--- src/design/assert_macros.svh ---
`ifndef ASSERT_MACROS_SVH
`define ASSERT_MACROS_SVH

// clocked assertion, switched off while reset is asserted
`define ASSERT_CLK(label, clk, rst_n, prop, msg) \
    label: assert property (@(posedge clk) disable iff (!rst_n) prop) else $error(msg);

// clocked assertion that also holds during reset
`define ASSERT_ALWAYS(label, clk, prop, msg) \
    label: assert property (@(posedge clk) prop) else $error(msg);

`endif

--- src/design/plsm_pkg.sv ---
`default_nettype none
package plsm_pkg;

    localparam int NUM_CH          = 7;
    localparam int CHECKED_CH      = 4;
    localparam int LOCK_W          = 7;
    localparam int CHAN_W          = 3;
    localparam int OUT_W           = 32;
    localparam int LIMIT_W         = 31;
    localparam int CFG_IDX_W       = 2;
    localparam int CFG_DATA_W      = 31;
    localparam int DEF_COUNT_WIDTH = 32;

    typedef enum logic [CFG_IDX_W-1:0] {
        REG_READ_LIMIT_EN  = 2'd0,
        REG_READ_LIMIT     = 2'd1,
        REG_ERROR_LIMIT_EN = 2'd2,
        REG_ERROR_LIMIT    = 2'd3
    } t_reg_idx;

    // control broadcast to every counter cell
    typedef struct packed {
        logic inc;    // a sample is taken this cycle
        logic load;   // report fires: snapshot into the report chain, clear counters
        logic shift;  // report chain advances by one cell
    } t_cell_ctrl;

endpackage
`default_nettype wire

--- src/design/plsm_smp_if.sv ---
`default_nettype none
interface plsm_smp_if;
    import plsm_pkg::*;

    logic              valid;
    logic              ready;
    logic [LOCK_W-1:0] lock_bits;

    modport source (output valid, output lock_bits, input ready);
    modport sink   (input valid, input lock_bits, output ready);

endinterface
`default_nettype wire

--- src/design/plsm_rpt_if.sv ---
`default_nettype none
interface plsm_rpt_if;
    import plsm_pkg::*;

    logic              valid;
    logic              ready;
    logic [OUT_W-1:0]  sample_total;
    logic [CHAN_W-1:0] channel;
    logic [OUT_W-1:0]  locked_count;
    logic [OUT_W-1:0]  unlocked_count;
    logic              last_item;

    modport source (output valid, output sample_total, output channel, output locked_count,
                    output unlocked_count, output last_item, input ready);
    modport sink   (input valid, input sample_total, input channel, input locked_count,
                    input unlocked_count, input last_item, output ready);

endinterface
`default_nettype wire

--- src/design/plsm_sat_out.sv ---
`default_nettype none
module plsm_sat_out #(
    parameter int COUNT_WIDTH = plsm_pkg::DEF_COUNT_WIDTH
) (
    input  wire logic [COUNT_WIDTH-1:0]     i_count,
    output logic      [plsm_pkg::OUT_W-1:0] o_count
);
    import plsm_pkg::*;

    generate
        if (COUNT_WIDTH > OUT_W) begin : g_clip
            // counts beyond the report width read as all ones
            assign o_count = (|i_count[COUNT_WIDTH-1:OUT_W]) ? {OUT_W{1'b1}}
                                                            : i_count[OUT_W-1:0];
        end else begin : g_ext
            assign o_count = OUT_W'(i_count);
        end
    endgenerate

endmodule
`default_nettype wire

--- src/design/plsm_cell.sv ---
`default_nettype none
module plsm_cell #(
    parameter int COUNT_WIDTH = plsm_pkg::DEF_COUNT_WIDTH
) (
    input  wire logic                           i_clk,
    input  wire logic                           i_rst_n,
    input  wire plsm_pkg::t_cell_ctrl           i_ctrl,
    input  wire logic                           i_bit,
    input  wire logic [plsm_pkg::OUT_W-1:0]     i_prev_locked,
    input  wire logic [plsm_pkg::OUT_W-1:0]     i_prev_unlocked,
    output logic      [COUNT_WIDTH-1:0]         o_unlocked_next,
    output logic      [plsm_pkg::OUT_W-1:0]     o_rpt_locked,
    output logic      [plsm_pkg::OUT_W-1:0]     o_rpt_unlocked
);
    import plsm_pkg::*;

    logic [COUNT_WIDTH-1:0] r_locked;
    logic [COUNT_WIDTH-1:0] r_unlocked;
    logic [COUNT_WIDTH-1:0] n_locked;
    logic [COUNT_WIDTH-1:0] n_unlocked;
    logic [OUT_W-1:0]       r_rpt_locked;
    logic [OUT_W-1:0]       r_rpt_unlocked;
    logic [OUT_W-1:0]       w_sat_locked;
    logic [OUT_W-1:0]       w_sat_unlocked;

    // saturating increment of whichever counter the sample bit selects
    always_comb begin
        n_locked   = r_locked;
        n_unlocked = r_unlocked;
        if (i_bit) begin
            if (r_locked != {COUNT_WIDTH{1'b1}}) n_locked = r_locked + 1'b1;
        end else begin
            if (r_unlocked != {COUNT_WIDTH{1'b1}}) n_unlocked = r_unlocked + 1'b1;
        end
    end

    assign o_unlocked_next = n_unlocked;

    plsm_sat_out #(.COUNT_WIDTH(COUNT_WIDTH)) u_sat_locked (
        .i_count (n_locked),
        .o_count (w_sat_locked)
    );

    plsm_sat_out #(.COUNT_WIDTH(COUNT_WIDTH)) u_sat_unlocked (
        .i_count (n_unlocked),
        .o_count (w_sat_unlocked)
    );

    always_ff @(posedge i_clk) begin
        if (!i_rst_n) begin
            r_locked   <= '0;
            r_unlocked <= '0;
        end else if (i_ctrl.load) begin
            r_locked   <= '0;
            r_unlocked <= '0;
        end else if (i_ctrl.inc) begin
            r_locked   <= n_locked;
            r_unlocked <= n_unlocked;
        end
    end

    // report chain stage: loaded on a report, then handed on towards the top cell
    always_ff @(posedge i_clk) begin
        if (i_ctrl.load) begin
            r_rpt_locked   <= w_sat_locked;
            r_rpt_unlocked <= w_sat_unlocked;
        end else if (i_ctrl.shift) begin
            r_rpt_locked   <= i_prev_locked;
            r_rpt_unlocked <= i_prev_unlocked;
        end
    end

    assign o_rpt_locked   = r_rpt_locked;
    assign o_rpt_unlocked = r_rpt_unlocked;

endmodule
`default_nettype wire

--- src/design/pll_lock_statistics_monitor.sv ---
// channel  | dir | handshake         | payload
// i_smp    | in  | valid / ready     | lock_bits
// o_rpt    | out | valid / ready     | sample_total, channel, locked_count,
//          |     |                   | unlocked_count, last_item
// i_cfg_*  | in  | we, no back-press | addr, data
//
// A sample is counted in the cycle it is accepted; one sample per clock while ready.
// A sample that trips a limit loads the seven-cell report chain in that same cycle;
// the chain then drains one transaction per cycle, while o_rpt.ready is high, from
// the channel 6 cell. While a report is held in the chain i_smp.ready is low, so no
// sample is accepted until the last of the seven transactions is taken.
// Synchronous reset clears all counters and control registers; no clearing pass.
`default_nettype none
`include "assert_macros.svh"
module pll_lock_statistics_monitor #(
    parameter int COUNT_WIDTH = plsm_pkg::DEF_COUNT_WIDTH
) (
    input  wire logic                                i_clk,
    input  wire logic                                i_rst_n,
    plsm_smp_if.sink                                 i_smp,
    plsm_rpt_if.source                               o_rpt,
    input  wire logic                                i_cfg_we,
    input  wire logic [plsm_pkg::CFG_IDX_W-1:0]      i_cfg_addr,
    input  wire logic [plsm_pkg::CFG_DATA_W-1:0]     i_cfg_data
);
    import plsm_pkg::*;

    localparam int CMP_W = (COUNT_WIDTH > LIMIT_W) ? COUNT_WIDTH : LIMIT_W;

    logic               r_rd_en;
    logic [LIMIT_W-1:0] r_rd_lim;
    logic               r_er_en;
    logic [LIMIT_W-1:0] r_er_lim;

    logic [COUNT_WIDTH-1:0] r_sample;
    logic [COUNT_WIDTH-1:0] n_sample;
    logic [OUT_W-1:0]       w_sample_sat;
    logic [OUT_W-1:0]       r_rpt_total;
    logic [CHAN_W-1:0]      r_rpt_left;

    logic                   w_accept;
    logic                   w_shift;
    logic                   w_fire_rd;
    logic                   w_fire_er;
    logic                   w_fire;
    t_cell_ctrl             w_ctrl;

    logic [COUNT_WIDTH-1:0] w_unl_next [NUM_CH];
    logic [OUT_W-1:0]       w_rpt_locked [NUM_CH];
    logic [OUT_W-1:0]       w_rpt_unlocked [NUM_CH];

    // configuration writes
    always_ff @(posedge i_clk) begin
        if (!i_rst_n) begin
            r_rd_en  <= 1'b0;
            r_rd_lim <= '0;
            r_er_en  <= 1'b0;
            r_er_lim <= '0;
        end else if (i_cfg_we) begin
            case (t_reg_idx'(i_cfg_addr))
                REG_READ_LIMIT_EN:  r_rd_en  <= i_cfg_data[0];
                REG_READ_LIMIT:     r_rd_lim <= i_cfg_data[LIMIT_W-1:0];
                REG_ERROR_LIMIT_EN: r_er_en  <= i_cfg_data[0];
                REG_ERROR_LIMIT:    r_er_lim <= i_cfg_data[LIMIT_W-1:0];
                default: ;
            endcase
        end
    end

    assign i_smp.ready = (r_rpt_left == '0);
    assign w_accept    = i_smp.valid && i_smp.ready;
    assign w_shift     = o_rpt.valid && o_rpt.ready;

    assign n_sample = (r_sample == {COUNT_WIDTH{1'b1}}) ? r_sample : r_sample + 1'b1;

    assign w_fire_rd = r_rd_en && (CMP_W'(n_sample) >= CMP_W'(r_rd_lim));

    always_comb begin
        w_fire_er = 1'b0;
        for (int c = 0; c < CHECKED_CH; c++) begin
            if (CMP_W'(w_unl_next[c]) >= CMP_W'(r_er_lim)) w_fire_er = 1'b1;
        end
        w_fire_er = w_fire_er && r_er_en;
    end

    assign w_fire      = w_accept && (w_fire_rd || w_fire_er);
    assign w_ctrl.inc   = w_accept;
    assign w_ctrl.load  = w_fire;
    assign w_ctrl.shift = w_shift;

    generate
        for (genvar g = 0; g < NUM_CH; g++) begin : g_cell
            logic [OUT_W-1:0] w_prev_locked;
            logic [OUT_W-1:0] w_prev_unlocked;
            if (g == 0) begin : g_head
                assign w_prev_locked   = '0;
                assign w_prev_unlocked = '0;
            end else begin : g_link
                assign w_prev_locked   = w_rpt_locked[g-1];
                assign w_prev_unlocked = w_rpt_unlocked[g-1];
            end
            plsm_cell #(.COUNT_WIDTH(COUNT_WIDTH)) u_cell (
                .i_clk           (i_clk),
                .i_rst_n         (i_rst_n),
                .i_ctrl          (w_ctrl),
                .i_bit           (i_smp.lock_bits[g]),
                .i_prev_locked   (w_prev_locked),
                .i_prev_unlocked (w_prev_unlocked),
                .o_unlocked_next (w_unl_next[g]),
                .o_rpt_locked    (w_rpt_locked[g]),
                .o_rpt_unlocked  (w_rpt_unlocked[g])
            );
        end
    endgenerate

    plsm_sat_out #(.COUNT_WIDTH(COUNT_WIDTH)) u_sat_total (
        .i_count (n_sample),
        .o_count (w_sample_sat)
    );

    always_ff @(posedge i_clk) begin
        if (!i_rst_n) begin
            r_sample   <= '0;
            r_rpt_left <= '0;
        end else begin
            if (w_fire) begin
                r_sample   <= '0;
                r_rpt_left <= CHAN_W'(NUM_CH);
            end else begin
                if (w_accept) r_sample <= n_sample;
                if (w_shift)  r_rpt_left <= r_rpt_left - 1'b1;
            end
        end
    end

    always_ff @(posedge i_clk) begin
        if (w_fire) r_rpt_total <= w_sample_sat;
    end

    // while a report is held, the top cell holds the channel numbered one below the items left
    assign o_rpt.valid          = (r_rpt_left != '0);
    assign o_rpt.sample_total   = r_rpt_total;
    assign o_rpt.channel        = r_rpt_left - 1'b1;
    assign o_rpt.locked_count   = w_rpt_locked[NUM_CH-1];
    assign o_rpt.unlocked_count = w_rpt_unlocked[NUM_CH-1];
    assign o_rpt.last_item      = (r_rpt_left == CHAN_W'(1));

    `ASSERT_CLK(a_no_accept_in_report, i_clk, i_rst_n, (r_rpt_left != '0) |-> !w_accept, "sample accepted while a report is held")
    `ASSERT_CLK(a_fire_loads_and_clears, i_clk, i_rst_n, w_fire |=> ((r_rpt_left == CHAN_W'(NUM_CH)) && (r_sample == '0)), "report fire did not load the chain and clear the count")
    `ASSERT_CLK(a_last_frees_input, i_clk, i_rst_n, (w_shift && o_rpt.last_item) |=> (i_smp.ready && !o_rpt.valid), "input not released after the last report transaction")

endmodule
`default_nettype wire

--- src/flat_wrapper.sv ---
// flat-port wrapper written by rule: the top's interface ports become plain ports
module pll_lock_statistics_monitor_flat import plsm_pkg::*;
#(
    parameter int COUNT_WIDTH = plsm_pkg::DEF_COUNT_WIDTH
)
  (i_clk, i_rst_n, i_cfg_we, i_cfg_addr, i_cfg_data, i_smp_valid, i_smp_lock_bits, i_smp_ready, o_rpt_valid, o_rpt_sample_total, o_rpt_channel, o_rpt_locked_count, o_rpt_unlocked_count, o_rpt_last_item, o_rpt_ready);
  plsm_smp_if i_smp_i ();
  plsm_rpt_if o_rpt_i ();
  input  wire logic i_clk;
  input  wire logic i_rst_n;
  input  wire logic i_cfg_we;
  input  wire logic [plsm_pkg::CFG_IDX_W-1:0] i_cfg_addr;
  input  wire logic [plsm_pkg::CFG_DATA_W-1:0] i_cfg_data;
  input wire logic [$bits(i_smp_i.valid)-1:0] i_smp_valid;
  input wire logic [$bits(i_smp_i.lock_bits)-1:0] i_smp_lock_bits;
  output wire logic [$bits(i_smp_i.ready)-1:0] i_smp_ready;
  output wire logic [$bits(o_rpt_i.valid)-1:0] o_rpt_valid;
  output wire logic [$bits(o_rpt_i.sample_total)-1:0] o_rpt_sample_total;
  output wire logic [$bits(o_rpt_i.channel)-1:0] o_rpt_channel;
  output wire logic [$bits(o_rpt_i.locked_count)-1:0] o_rpt_locked_count;
  output wire logic [$bits(o_rpt_i.unlocked_count)-1:0] o_rpt_unlocked_count;
  output wire logic [$bits(o_rpt_i.last_item)-1:0] o_rpt_last_item;
  input wire logic [$bits(o_rpt_i.ready)-1:0] o_rpt_ready;
  assign i_smp_i.valid = i_smp_valid;
  assign i_smp_i.lock_bits = i_smp_lock_bits;
  assign i_smp_ready = i_smp_i.ready;
  assign o_rpt_valid = o_rpt_i.valid;
  assign o_rpt_sample_total = o_rpt_i.sample_total;
  assign o_rpt_channel = o_rpt_i.channel;
  assign o_rpt_locked_count = o_rpt_i.locked_count;
  assign o_rpt_unlocked_count = o_rpt_i.unlocked_count;
  assign o_rpt_last_item = o_rpt_i.last_item;
  assign o_rpt_i.ready = o_rpt_ready;
  pll_lock_statistics_monitor #(.COUNT_WIDTH(COUNT_WIDTH)) u_core (.i_clk(i_clk), .i_rst_n(i_rst_n), .i_smp(i_smp_i), .o_rpt(o_rpt_i), .i_cfg_we(i_cfg_we), .i_cfg_addr(i_cfg_addr), .i_cfg_data(i_cfg_data));
endmodule
--- config.mk ---
export PLATFORM = sky130hd
export DESIGN_NAME = pll_lock_statistics_monitor_flat
export DESIGN_NICKNAME = d
export VERILOG_FILES = /design/src/design/plsm_pkg.sv /design/src/design/plsm_smp_if.sv /design/src/design/plsm_rpt_if.sv /design/src/design/plsm_sat_out.sv /design/src/design/plsm_cell.sv /design/src/design/pll_lock_statistics_monitor.sv /design/src/flat_wrapper.sv
export VERILOG_INCLUDE_DIRS = /design/src /design/src/design
export SDC_FILE = /design/constraint.sdc
export NUM_CORES = 2
export LEC_CHECK = 0
export ABC_AREA = 0
export BUFFER_PORTS_ARGS = -buffer_cell sky130_fd_sc_hd__buf_2
export CAP_MARGIN = 0
export CORE_MARGIN = 2
export CORE_UTILIZATION = 35
export DETAILED_ROUTE_END_ITERATION = 10
export PLACE_DENSITY = 0.62
export SYNTH_ARGS = -nofsm -noshare
export SYNTH_HDL_FRONTEND = slang
export SYNTH_SLANG_ARGS = --single-unit
export TNS_END_PERCENT = 20
--- constraint.sdc ---
create_clock -name i_clk -period 18.3 [get_ports i_clk]
set_input_delay 1.83 -clock i_clk [delete_from_list [all_inputs] [get_ports i_clk]]
set_output_delay 1.83 -clock i_clk [all_outputs]
set_load 0.01 [all_outputs]
==> Word-level counts from Yosys, hierarchy flattened <==
Cells that the tools add are included.
{ "classes": {"muxes": 62, "n_lt_le_gt_ge": 5, "multipliers": 0, "n_eq_ne": 19, "n_shift": 0, "n_reduce_logical": 15, "div_mod_pow": 0, "n_addsub": 16, "n_bitwise": 1} }
{ "op_table": {"columns": ["op", "n"], "rows": [
  ["32-bit 2-to-1 mux", 56],
  ["32-bit by 1-bit adder with 32-bit output, second input constant", 15],
  ["32-bit != test, second input constant", 14],
  ["32-bit by 31-bit >= comparator with 1-bit output", 5],
  ["32-bit == test, second input constant", 1],
  ["2-bit AND reduction", 4],
  ["3-bit 2-to-1 mux", 2],
  ["1-bit logical AND", 5],
  ["2-bit == test, second input constant", 2],
  ["1-bit 2-to-1 mux", 4],
  ["3-bit by 1-bit == test with 1-bit output, second input constant", 1],
  ["3-bit logical NOT", 1],
  ["3-bit nonzero test", 1],
  ["3-bit by 1-bit subtractor with 3-bit output, second input constant", 1],
  ["2-bit by 1-bit == test with 1-bit output, second input constant", 1],
  ["2-bit logical NOT", 1],
  ["2-bit nonzero test", 1],
  ["2-bit OR reduction", 1],
  ["1-bit logical OR", 1],
  ["1-bit NOT", 1]
]} }
{ "totals": {"mem_count": 0, "in_bits": 45, "mem_bits_rw": 0, "latch_bits": 0, "ff_bits": 1027, "word_cells": 153, "mem_bits_ro": 0} }

==> Logic depth before layout (Yosys ltp) <==
{ "logic_depth": {"ltp_word": 12, "ltp_mapped": 24, "depth_no_buf": 20} }

==> Hierarchy <==
Synthesis repeated with hierarchy kept, for this count alone.
{ "hier_totals": {"hier_cells": 6715, "area_unflattened_um2": 63663.6} }
{ "modules_own_cells": {"columns": ["module", "cells_per_inst", "area_per_inst_um2", "instances"], "rows": [
  ["plsm_cell", 741, 7304.5, 7],
  ["pll_lock_statistics_monitor", 1048, 8928.6, 1],
  ["plsm_sat_out", 32, 240.2, 15]
]} }

==> Least setup slack after synthesis <==
No wires, ideal clock.
{ "synth_timing": {"kind": "in2reg", "startpoint": "input i_smp_lock_bits[3]", "endpoint": "register u_core.g_cell[0].u_cell.r_rpt_locked[0] (enable)", "stages": 17, "path_slack_ps": 2328, "t_required_ps": 15061, "setup_ps": 3239, "t_arrival_ps": 12732, "path_cell_list": "nor4_1 -> nand2_1 -> nor3_1 -> nand2_1 -> nor2_1 -> xor2_1 -> ha_1 -> a21o_1 -> a222oi_1 -> nand3_1 -> a2111oi_0 -> o211ai_1 -> nor3_2 -> a31o_1 -> buf_2 -> clkbuf_1 -> nand2_1"} }
{ "synth_via": {"elab_chain_len": 7} }
{ "synth_rtl": {"columns": ["element", "line_no", "rtl"], "rows": [
  ["start: declaration", "flat_wrapper.sv:15", "input wire logic [$bits(i_smp_i.lock_bits)-1:0] i_smp_lock_bits;"],
  ["32-bit 2-to-1 mux", "plsm_cell.sv:30", "if (i_bit) begin"],
  ["named net u_core.g_cell[3].u_cell.o_unlocked_next[29]", "plsm_cell.sv:11", "output logic [COUNT_WIDTH-1:0] o_unlocked_next,"],
  ["32-bit by 31-bit >= comparator with 1-bit output", "pll_lock_statistics_monitor.sv:81", "if (CMP_W'(w_unl_next[c]) >= CMP_W'(r_er_lim)) w_fire_er = 1'b1;"],
  ["1-bit 2-to-1 mux", "pll_lock_statistics_monitor.sv:81", null],
  ["1-bit logical AND", "pll_lock_statistics_monitor.sv:83", "w_fire_er = w_fire_er && r_er_en;"],
  ["1-bit logical OR", "pll_lock_statistics_monitor.sv:86", "assign w_fire = w_accept && (w_fire_rd || w_fire_er);"],
  ["1-bit logical AND", "pll_lock_statistics_monitor.sv:86", null],
  ["2-bit nonzero test (no source line)", null, null],
  ["end signal: assignment", "plsm_cell.sv:65", "r_rpt_locked <= w_sat_locked;"],
  ["end signal: assignment", "plsm_cell.sv:68", "r_rpt_locked <= i_prev_locked;"],
  ["end: declaration", "plsm_cell.sv:21", "logic [OUT_W-1:0] r_rpt_locked;"]
]} }
The timed path passes the listed nets, and every way through them passes these cells.
A chain may end at the register's enable or synchronous reset.

==> Worst setup path in the final report <==
{ "layout_timing": {"startpoint": "input i_smp_lock_bits[3]", "endpoint": "register u_core.g_cell[6].u_cell.r_rpt_locked[17] (data pin)"} }
{ "layout_via": {"elab_chain_len": 7} }
{ "layout_rtl": {"columns": ["element", "line_no", "rtl"], "rows": [
  ["32-bit 2-to-1 mux", "plsm_cell.sv:30", null],
  ["named net u_core.g_cell[3].u_cell.o_unlocked_next[27]", "plsm_cell.sv:11", null],
  ["32-bit by 31-bit >= comparator with 1-bit output", "pll_lock_statistics_monitor.sv:81", null],
  ["1-bit 2-to-1 mux", "pll_lock_statistics_monitor.sv:81", null],
  ["1-bit logical AND", "pll_lock_statistics_monitor.sv:83", null],
  ["1-bit logical OR", "pll_lock_statistics_monitor.sv:86", null],
  ["1-bit logical AND", "pll_lock_statistics_monitor.sv:86", null],
  ["32-bit 2-to-1 mux", "plsm_cell.sv:64", "if (i_ctrl.load) begin"],
  ["end signal: assignment", "plsm_cell.sv:65", null],
  ["end signal: assignment", "plsm_cell.sv:68", null],
  ["end: declaration", "plsm_cell.sv:21", null]
]} }
The timed path passes the listed nets, and every way through them passes these cells.

==> impl_metrics.py <==
metrics = {
    "synth": {
        "syn_inst": 5506,
        "synth_top_area_frac": 0.260,
        "synth_edf_count": 480,
        "ys_types": 74,
        "synth_area_leaders": "edfxtp_1 (26%), dfxtp_1 (20%), mux2_4 (8.1%)",
        "seq_area_frac_synth": 0.457,
        "ys_ff_latch": 1027,
        "synth_ff_type": "dfxtp_1",
        "syn_area_per_cell_um2": 10.1,
        "synth.largest_area_cell": "edfxtp_1",
        "yosys_warnings": 0,
        "syn_nets": 5724,
        "synth_area_um2": 55500,
        "async_flop_share": 0,
    },
    "cts": {
        "ctsHoldBuffers": 0,
        "post_cts_buffers": 0,
        "numCtsBuffers": 105,
        "cts_max_level": 3,
        "cts-root-buf": "clkbuf_16",
        "clock_latency_ps": 740,
        "cts_buffer_depth": 3,
        "clkSinkCount": 1027,
        "cts_tree": "done",
        "path_clk_slew_ps": 60,
        "postCtsResizedCells": 0,
    },
    "setup_path": {
        "reg2regPathDepth": 21,
        "end_kind": "register",
        "worstReg2RegEnd": "u_core.g_cell[6].u_cell.o_rpt_locked[17]$_DFFE_PP_",
        "critPathLaunchType": "input port",
        "crit_fanout": 118,
        "r2r_slack_ps": 10050,
        "cp.arrival_ps": 9300,
        "path_class": "in2reg",
        "r2r_start": "u_core.g_cell[3].u_cell.r_unlocked[3]$_SDFFE_PP0P_",
        "critPathRequiredTime_ps": 18780,
    },
    "floorplanning": {
        "dieHeight_um": 402,
        "floorplan.initialDensity": 0.352,
        "die-area_um2": 162000,
        "die_w_um": 402,
        "core_area_um2": 158000,
        "rows": 146,
        "io_pins": 147,
    },
    "global_route": {
        "gr-usage-all-layers": 0.151,
        "grt_pass1_vias": 36672,
        "grt_max_degree": 208,
        "grt_pass1_wl_um": 201000,
        "antenna_found_initial": 6,
        "grt_overflow": 0,
    },
    "run_status": {
        "outcome": "finished clean",
    },
    "sta": {
        "fmax_mhz": 113,
        "hold_viol": 0,
        "min_period_ps": 8820,
        "finalSetupViolations": 0,
        "worst_pin_slew_ps": 1190,
        "worst_slack_ps": 9480,
        "rsz0062_at_grt": "no",
        "finClkSkew_ps": 62.3,
        "tns_ps": 0,
        "maxSlewHeadroom": 0.207,
        "period_share": 0.482,
        "slew_viol_final": 0,
    },
    "min_path": {
        "hold_path.class": "reg2reg",
        "hold_end": "u_core.r_rd_lim[6]$_SDFFE_PN0P_",
        "min_from": "u_core.r_rd_lim[6]$_SDFFE_PN0P_",
        "hold_path_depth": 2,
    },
    "layout": {
        "mostFrequentLayoutCell": "nor2_1",
        "multiInputGateArea_um2": 28400,
        "nNetsFinal": 5736,
        "fin_cells": 7683,
        "area_growth_pct": 10.5,
        "fillCellCount": 15439,
        "seqCellArea_um2": 25400,
        "fin_util": 0.388,
        "layout-drive-gt1-share": 0.125,
        "final_cell_mix": "nor2_1 (862), nand2_1 (573), dfxtp_1 (547), xnor2_1 (503), edfxtp_1 (480)",
    },
    "power": {
        "power_mw": 6.56,
        "p_leak_nw": 22.3,
        "p_per_area_nw_per_um2": 107,
        "ir_worst_vdd_mv": 0.110,
    },
    "route": {
        "drc": 0,
        "vias": 37992,
        "wirelength_um": 126000,
        "avgRoutedWirePerCell_um": 16.3,
        "drt_iter0_markers": 2365,
        "firstDrtPassIters": 6,
        "ant_nets": 0,
        "viasPerCell": 4.94,
    },
    "flow_run": {
        "max-cap-violations": 0,
    },
    "placement": {
        "io_buffers": 146,
        "placed_cells": 7483,
        "hpwl_um": 87800,
        "pre_cts_ws_ps": 8690,
        "place_congestion": 0.944,
    },
}
-- worst max-delay path by stage --
stage                  startpoint                                               endpoint  slack (ps)  cells past startpoint
6_report       i_smp_lock_bits[3]     u_core.g_cell[6].u_cell.o_rpt_locked[17]$_DFFE_PP_        9480                     21
4_1_cts        i_smp_lock_bits[3]     u_core.g_cell[6].u_cell.o_rpt_locked[13]$_DFFE_PP_        9480                     21
3_5_place_dp   i_smp_lock_bits[3]     u_core.g_cell[6].u_cell.o_rpt_locked[13]$_DFFE_PP_        8690                     21
5_1_grt        i_smp_lock_bits[3]      u_core.g_cell[6].u_cell.o_rpt_locked[9]$_DFFE_PP_        9030                     21
2_1_floorplan  i_smp_lock_bits[3]  u_core.g_cell[0].u_cell.o_rpt_locked[0]$_SDFFCE_PN0P_        2330                     17
3_3_place_gp   i_smp_lock_bits[3]     u_core.g_cell[6].u_cell.o_rpt_locked[16]$_DFFE_PP_        8940                     21
-- cells in the mapped netlist, types with 5 or more instances --
master and n:
xor2_1 416, nand3_1 282, or2_2 8, o21a_1 7
ha_1 173, edfxtp_1 480, o21ai_0 31, a211oi_1 8
mux2_2 42, or3_1 30, a41oi_1 5, a2111oi_0 10
and2_1 63, and3_1 98, a21o_1 22, inv_1 110
nor2_1 862, mux2_4 300, mux2i_1 12, xnor2_1 503
a21oi_1 53, nor3_1 137, nor4_1 39, mux2_1 43
nand2b_1 11, buf_1 21, nand4_1 171, nand2_1 575
and4_1 37, buf_2 52, or4_1 6, dfxtp_1 547
clkbuf_1 159, a31oi_1 14, nor3b_1 8, buf_6 39
a21boi_0 67, nor2b_1 11
-- where the power goes --
group          total [mW]  internal, mW  leakage [nW]  switching, mW
sequential           3.18          2.98          8.88          0.200
combinational        1.19         0.492          11.7          0.702
clock                2.18          1.26          1.74          0.927
-- worst max-delay path, stage by stage --
cell	delay (ps)
buf_2	190
nor4_1	390
nand2_1	280
nor3_1	650
nand2_1	320
nor2_1	210
xor2_1	110
ha_1	310
nand4_1	120
nor4_1	390
o31ai_1	130
a31oi_1	340
a2111oi_0	170
o211ai_1	150
nor3_2	100
a31o_2	250
buf_4	260
inv_8	600
buf_4	910
buf_4	940
mux2_4	350
-- registers in the layout, summed over array words and instances (netlist names) --
name	flops
u_core.r_rd_en	1
u_core.r_sample	32
u_core.g_cell.u_cell.o_rpt_unlocked	224
u_core.r_rd_lim	31
u_core.r_rpt_left	3
u_core.o_rpt.sample_total	32
u_core.g_cell.u_cell.r_locked	224
u_core.g_cell.u_cell.o_rpt_locked	224
u_core.r_er_en	1
u_core.r_er_lim	31
u_core.g_cell.u_cell.r_unlocked	224
-- kinds of logic (layout without fill, tap and decap cells) --
| family | Yosys count | count (layout) | share of synthesized area |
|---|---|---|---|
| multiplexers | 397 | 397 | 0.101 |
| AND/OR/NAND/NOR | 2355 | 2355 | 0.194 |
| flip-flops | 1027 | 1027 | 0.457 |
| XOR/XNOR | 920 | 920 | 0.145 |
| adder cells (fa/ha/maj) | 173 | 173 | 0.0390 |
| buffers and inverters | 383 | 486 | 0.0324 |
| AO/OA/AOI/OAI | 251 | 251 | 0.0313 |
| other | 0 | 2 | 0 |
-- metal layers --
layer,vias to the layer above,GRT usage,share of wire
met5,-,0,0.00037
li1,18891,-,-
met1,18052,0.219,0.49
met2,833,0.232,0.43
met4,8,0.0406,0.025
met3,208,0.0240,0.047
-- cell type report --
type,instances,area share
clock buffer,161,0.0504
multi-input combinational,4096,0.463
antenna,2,0.0000816
inverter,111,0.00692
clock inverter,37,0.00747
timing repair buffer,177,0.0165
tap,2072,0.0423
sequential,1027,0.414
-- metrics by stage --
step / hold slack (ps) / instance area, um2
final: 464 / 61300
after global routing: 488 / 61300
after CTS: 466 / 61300
after detailed placement: 459 / 57800
after global placement: 452 / 57800
after floorplan: 443 / 55500
No activity file was read; power rests on OpenSTA's default activity.
